**src/hdl/bqcd_div.sv**
```systemverilog
`default_nettype none
module bqcd_div #(
  parameter int NW  = 50,
  parameter int DW  = 18,
  parameter int QW  = 32,
  parameter int SPS = 4,
  parameter int TW  = 1
) (
  input  logic          clk,
  input  logic          rst,
  input  logic          en,
  input  logic          vld_in,
  input  logic [NW-1:0] num,
  input  logic [DW-1:0] den,
  input  logic [TW-1:0] tag_in,
  output logic          vld_out,
  output logic [QW-1:0] quo,
  output logic [TW-1:0] tag_out
);

  localparam int NS = (QW + SPS - 1) / SPS;

  logic          vld_r [NS];
  logic [DW-1:0] rem_r [NS];
  logic [QW-1:0] low_r [NS];
  logic [QW-1:0] quo_r [NS];
  logic [DW-1:0] den_r [NS];
  logic [TW-1:0] tag_r [NS];

  for (genvar s = 0; s < NS; s++) begin : g_stage
    logic          v_in;
    logic [DW-1:0] r_in;
    logic [QW-1:0] l_in;
    logic [QW-1:0] q_in;
    logic [DW-1:0] d_in;
    logic [TW-1:0] t_in;
    logic [DW-1:0] r_out;
    logic [QW-1:0] l_out;
    logic [QW-1:0] q_out;

    if (s == 0) begin : g_first
      assign v_in = vld_in;
      assign r_in = DW'(num >> QW);
      assign l_in = num[QW-1:0];
      assign q_in = '0;
      assign d_in = den;
      assign t_in = tag_in;
    end else begin : g_next
      assign v_in = vld_r[s-1];
      assign r_in = rem_r[s-1];
      assign l_in = low_r[s-1];
      assign q_in = quo_r[s-1];
      assign d_in = den_r[s-1];
      assign t_in = tag_r[s-1];
    end

    always_comb begin
      logic [DW:0] t;
      r_out = r_in;
      l_out = l_in;
      q_out = q_in;
      for (int k = 0; k < SPS; k++) begin
        if (s * SPS + k < QW) begin
          t     = {r_out, l_out[QW-1]};
          l_out = l_out << 1;
          if (t >= {1'b0, d_in}) begin
            r_out = DW'(t - {1'b0, d_in});
            q_out = {q_out[QW-2:0], 1'b1};
          end else begin
            r_out = t[DW-1:0];
            q_out = {q_out[QW-2:0], 1'b0};
          end
        end
      end
    end

    always_ff @(posedge clk) begin
      if (rst) begin
        vld_r[s] <= 1'b0;
      end else if (en) begin
        vld_r[s] <= v_in;
      end
    end

    always_ff @(posedge clk) begin
      if (en) begin
        rem_r[s] <= r_out;
        low_r[s] <= l_out;
        quo_r[s] <= q_out;
        den_r[s] <= d_in;
        tag_r[s] <= t_in;
      end
    end
  end

  assign vld_out = vld_r[NS-1];
  assign quo     = quo_r[NS-1];
  assign tag_out = tag_r[NS-1];

endmodule
`default_nettype wire

```
**config.mk**
```make
export PLATFORM = sky130hd
export DESIGN_NAME = bqcd_div
export DESIGN_NICKNAME = d
export VERILOG_FILES = /design/src/hdl/bqcd_div.sv
export SDC_FILE = /design/constraint.sdc
export NUM_CORES = 2
export LEC_CHECK = 0
export BUFFER_PORTS_ARGS = -buffer_cell sky130_fd_sc_hd__buf_4
export CAP_MARGIN = 0
export CORE_MARGIN = 3
export CORE_UTILIZATION = 45
export DETAILED_ROUTE_END_ITERATION = 7
export GPL_ROUTABILITY_DRIVEN = 0
export PLACE_DENSITY = 0.58
export SETUP_SLACK_MARGIN = 0.05
export SLEW_MARGIN = 20
export SYNTH_ARGS = -nofsm -noshare
export SYNTH_HDL_FRONTEND = slang
export SYNTH_SLANG_ARGS = --single-unit
```
**constraint.sdc**
```tcl
create_clock -name clk -period 20 [get_ports clk]
set_input_delay 0 -clock clk [delete_from_list [all_inputs] [get_ports clk]]
set_output_delay 0 -clock clk [all_outputs]
set_load 0.01 [all_outputs]
```
Word-level counts from Yosys, hierarchy flattened
Memories as Yosys holds them, arrays and structs flattened.
Cells that the tools add are included.
- bits in writable memories: 784
- word-level logic and storage cells: 156
- bits of input ports: 73
- register bits: 0
- memories: 6
- add/sub/neg operators: 32
- order comparisons: 32
- bitwise operators: 8
- multiplexer cells: 78
- memories (memory ; depth ; width ; rd ports ; clocked after Yosys merged registers in ; write ports ; RTL line ; source):
    quo_r ; 8 ; 32 ; 8 ; 0 ; 8 ; 26 ; logic [QW-1:0] quo_r [NS];
    low_r ; 8 ; 28 ; 7 ; 0 ; 8 ; 25 ; logic [QW-1:0] low_r [NS];
    den_r ; 8 ; 18 ; 7 ; 0 ; 8 ; 27 ; logic [DW-1:0] den_r [NS];
    rem_r ; 8 ; 18 ; 7 ; 0 ; 8 ; 24 ; logic [DW-1:0] rem_r [NS];
    tag_r ; 8 ; 1 ; 8 ; 0 ; 8 ; 28 ; logic [TW-1:0] tag_r [NS];
    vld_r ; 8 ; 1 ; 8 ; 0 ; 8 ; 23 ; logic vld_r [NS];
- operators with widths (operator ; number):
    >= comparator 19 x 18 -> 1 bit ; 32
    two-way mux 18 bit ; 32
    subtractor 18 bit ; 32
    two-way mux 1 bit ; 46
    OR 1 bit ; 8

Logic depth before layout (Yosys ltp)
An unclocked memory read counts as a cell.
- word-level depth: 9
- depth in mapped cells: 53

Worst setup path after synthesis
OpenSTA, ideal clock, no wires.
- path type: register to register
- from: mem den_r[4][1]
- to: mem rem_r[5][12] (data pin)
- arrival time: 10.612 ns
- path slack: 9.128 ns
- data required time: 19.739 ns
- stages on the path, launching flop included: 51
- clock period less this slack: 10.872 ns
- cells stage by stage: edfxtp_1 > inv_1 > ha_1 > nor2b_1 > o31a_1 > o41a_1 > a311oi_2 > o21a_1 > buf_4 > clkbuf_1 > nor2_1 > a21oi_1 > inv_1 > ha_1 > nor2b_1 > o31a_1 > o31a_1 > a211oi_1 > (+15 left out) > o211a_1 > inv_1 > buf_2 > a21oi_1 > ha_1 > nor2b_1 > o21ai_0 > a21oi_1 > o41ai_1 > o31a_1 > o21ai_0 > o211ai_1 > nand2_1 > or3_1 > buf_2 > nand2_4 > inv_2 > a221o_1
- RTL lines (item ; RTL line):
    start: declaration ; 27
    end: declaration ; 24

==> results.md <==
* Detailed Routing Iterations Pass 1 at 5
* R2r startpoint: den_r[0][1]
* Headroom to the max-slew limit at 30.0%
* Area of the multi-input gates at 31400 sq um
* Wire per inst at 20.1 um
* CTS root buf: clkbuf_16
* GRT overflow at 0
* Worst Setup SP: den_r[0][1]
* Input/output buffers at 106
* Tcrit/Tclk final at 70.9%
* Initial antenna violation count at 0
* Yosys warns at 0
* Starting Density at 45.5%
* Postcts setup bufs at 0
* CTS Hold Bufs at 53
* Drt first-iter violations at 2584
* Synth area leaders: edfxtp_1 (32%), ha_1 (15%), xnor2_1 (4.9%)
* Worst Skew at 0.0263 ns
* Vias post-DR at 39897
* Hold Path Class: primary input to register
* CTS tree: yes
* Clock sinks at 524
* Register area at 15700 sq um
* Top cell type's share of synthesized area at 32.2%
* Via/cell ratio at 5.86
* Mean Syn Cell Area at 9.44 sq um
* # rows at 120
* CP startpoint kind: register
* Peak Freq at 70.5 MHz
* Core ar. at 108000 sq um
* Post-synthesis sequential area ratio at 32.2%
* Cell area after synthesis at 48900 sq um
* Synthesized flop and latch total at 524
* Fin. Hold Viols at 0
* Final Max Slew Viols at 0
* Post-DP HPWL at 108000 um
* Worst Path Buf+Inv at 5
* Most frequent cell after synthesis: ha_1
* Largest net degree at the start of global routing at 76
* Async set-reset flop share out of synthesis at 0%
* CP endpoint kind: register
* Startpoint of the worst hold path: num[6]
* Num CTS Buffers at 66
* Crit path required time at 20.31 ns
* GRT Overall Usage at 23.8%
* Number of inserted diodes at 0
* Nets at 6031
* WL final at 137000 um
* Bufs on Longest Clock Path at 3
* EDFF count, synth at 524
* Synth top cells by count: ha_1 (576), edfxtp_1 (524), a21oi_1 (414)
* PostCTS Resize Cnt at 0
* Post-route ant nets at 0
* Die X at 336 um
* H-tree levels at 3
* Final min period at 14.18 ns
* Post-synth net total at 5866
* Vias in the first global route at 37833
* Share of cells above drive strength 1 at 9.96%
* Critical path type: register to register
* Fillers at 10083
* I/O Pins at 107
* Die Area at 113000 sq um
* Synth cell types at 103
* Status: finished clean
* Slowest CP cell: and2_1
* Setup-failing EPs final at 0
* Synth-to-Final Area Change at 10.6%
* Die height at 336 um
* Clk_lat worst skew at 0.64 ns
* Post-synthesis cell count at 5186
* Unrepaired setup endpoints after global routing: false
* Clock slew at reported path FFs at 0.06 ns
* Max Cap Viol at 0
* Critical path's top delay family: compound AO/OA/AOI/OAI gates
* Most used DFF post-synth: edfxtp_1
* Largest area contributor in the netlist: edfxtp_1
* Arr. time, crit path at 14.50 ns
* Setup_tns at 0 ns
* Crit-path max FO at 20
* Slowest stage delay, CP at 0.75 ns
* Worst-margin pin slew at 1.05 ns
* First-pass GRT wire length at 213000 um
* # DRC at 0
==> registers in the layout, summed over array words and instances (netlist names) <==
| name | flops |
|---|---|
| rem_r | 126 |
| quo_r | 144 |
| den_r | 126 |
| vld_r | 8 |
| tag_r | 8 |
| low_r | 112 |
==> layout by cell type (no fill, tap or decap), drive strengths merged, types with 15 or more instances in the layout <==
master,synthesis,final
nor4,19,19
or2,28,28
o21a,120,120
o21ai,295,295
a221o,33,33
xnor2,273,273
o31ai,56,56
buf,41,127
nor2,361,361
dlygate4sd3,0,53
a211oi,42,42
a21o,169,169
xor2,136,136
o41ai,15,15
a211o,22,22
nor3,119,119
a31oi,34,34
ha,576,576
nand2,339,339
and2,43,43
mux2,216,216
nand2b,77,77
edfxtp,524,524
o21bai,45,45
and3,33,33
mux2i,73,73
nor2b,91,91
fa,31,31
clkbuf,42,77
a22oi,15,15
o221ai,26,26
a21oi,415,415
or3,37,37
inv,389,397
a21boi,25,25
o211ai,41,41
nand3,102,102
clkinv,0,19
o31a,17,17
nand4,85,85
==> cell families after synthesis <==
family	after synthesis	share of synthesized area (%)
adders and majority gates	607	16.0
AOI/OAI and AO/OA	1497	20.3
muxes	289	6.52
xor gates and xnor gates	409	7.32
buffers and inverters	472	3.78
DFF	524	32.2
and+or+nand+nor	1388	13.9
==> per-stage QoR <==
stage | utilization [%] | setup slack [ns] | instances | hold WS [ns] | instance area [sq um]
4_1_cts | 50.3 | 5.98 | 6803 | 0.0174 | 54100
3_5_place_dp | 47.7 | 6.04 | 6633 | 0.179 | 51300
2_1_floorplan | - | 9.13 | 5186 | 0.0989 | 48900
6_report | 50.3 | 5.82 | 6803 | 0.0697 | 54100
3_3_place_gp | 47.7 | 5.97 | 6633 | 0.179 | 51300
5_1_grt | 50.3 | 4.90 | 6803 | 0.0556 | 54100
==> per-layer routing <==
layer / track usage, % / routed length [um]
met5: 0 / 0
met4: 7.91 / 4200
met3: 2.37 / 6000
met2: 38.8 / 62500
met1: 33.3 / 64100
==> worst paths after layout <==
| check | endpoint | cells after the start | slack (ns) |
|---|---|---|---|
| max | rem_r[1][1] | 43 | 5.82 |
| min | low_r[0][6] | 2 | 0.07 |
| max reg2reg | rem_r[1][1] | 43 | 5.82 |
| min reg2reg | quo_r[1][54] | 0 | 0.41 |
==> layout make-up <==
class	instances	area share, %
multi-input combinational	4190	58.0
sequential	524	29.1
tap	1403	3.24
clock buffer	77	3.13
timing repair buffer	180	2.76
inverter	389	2.70
clock inverter	40	1.08
Power is left out: the tool's default activity adds up to more than one toggle a clock period on the data nets, which glitch-free logic cannot reach.
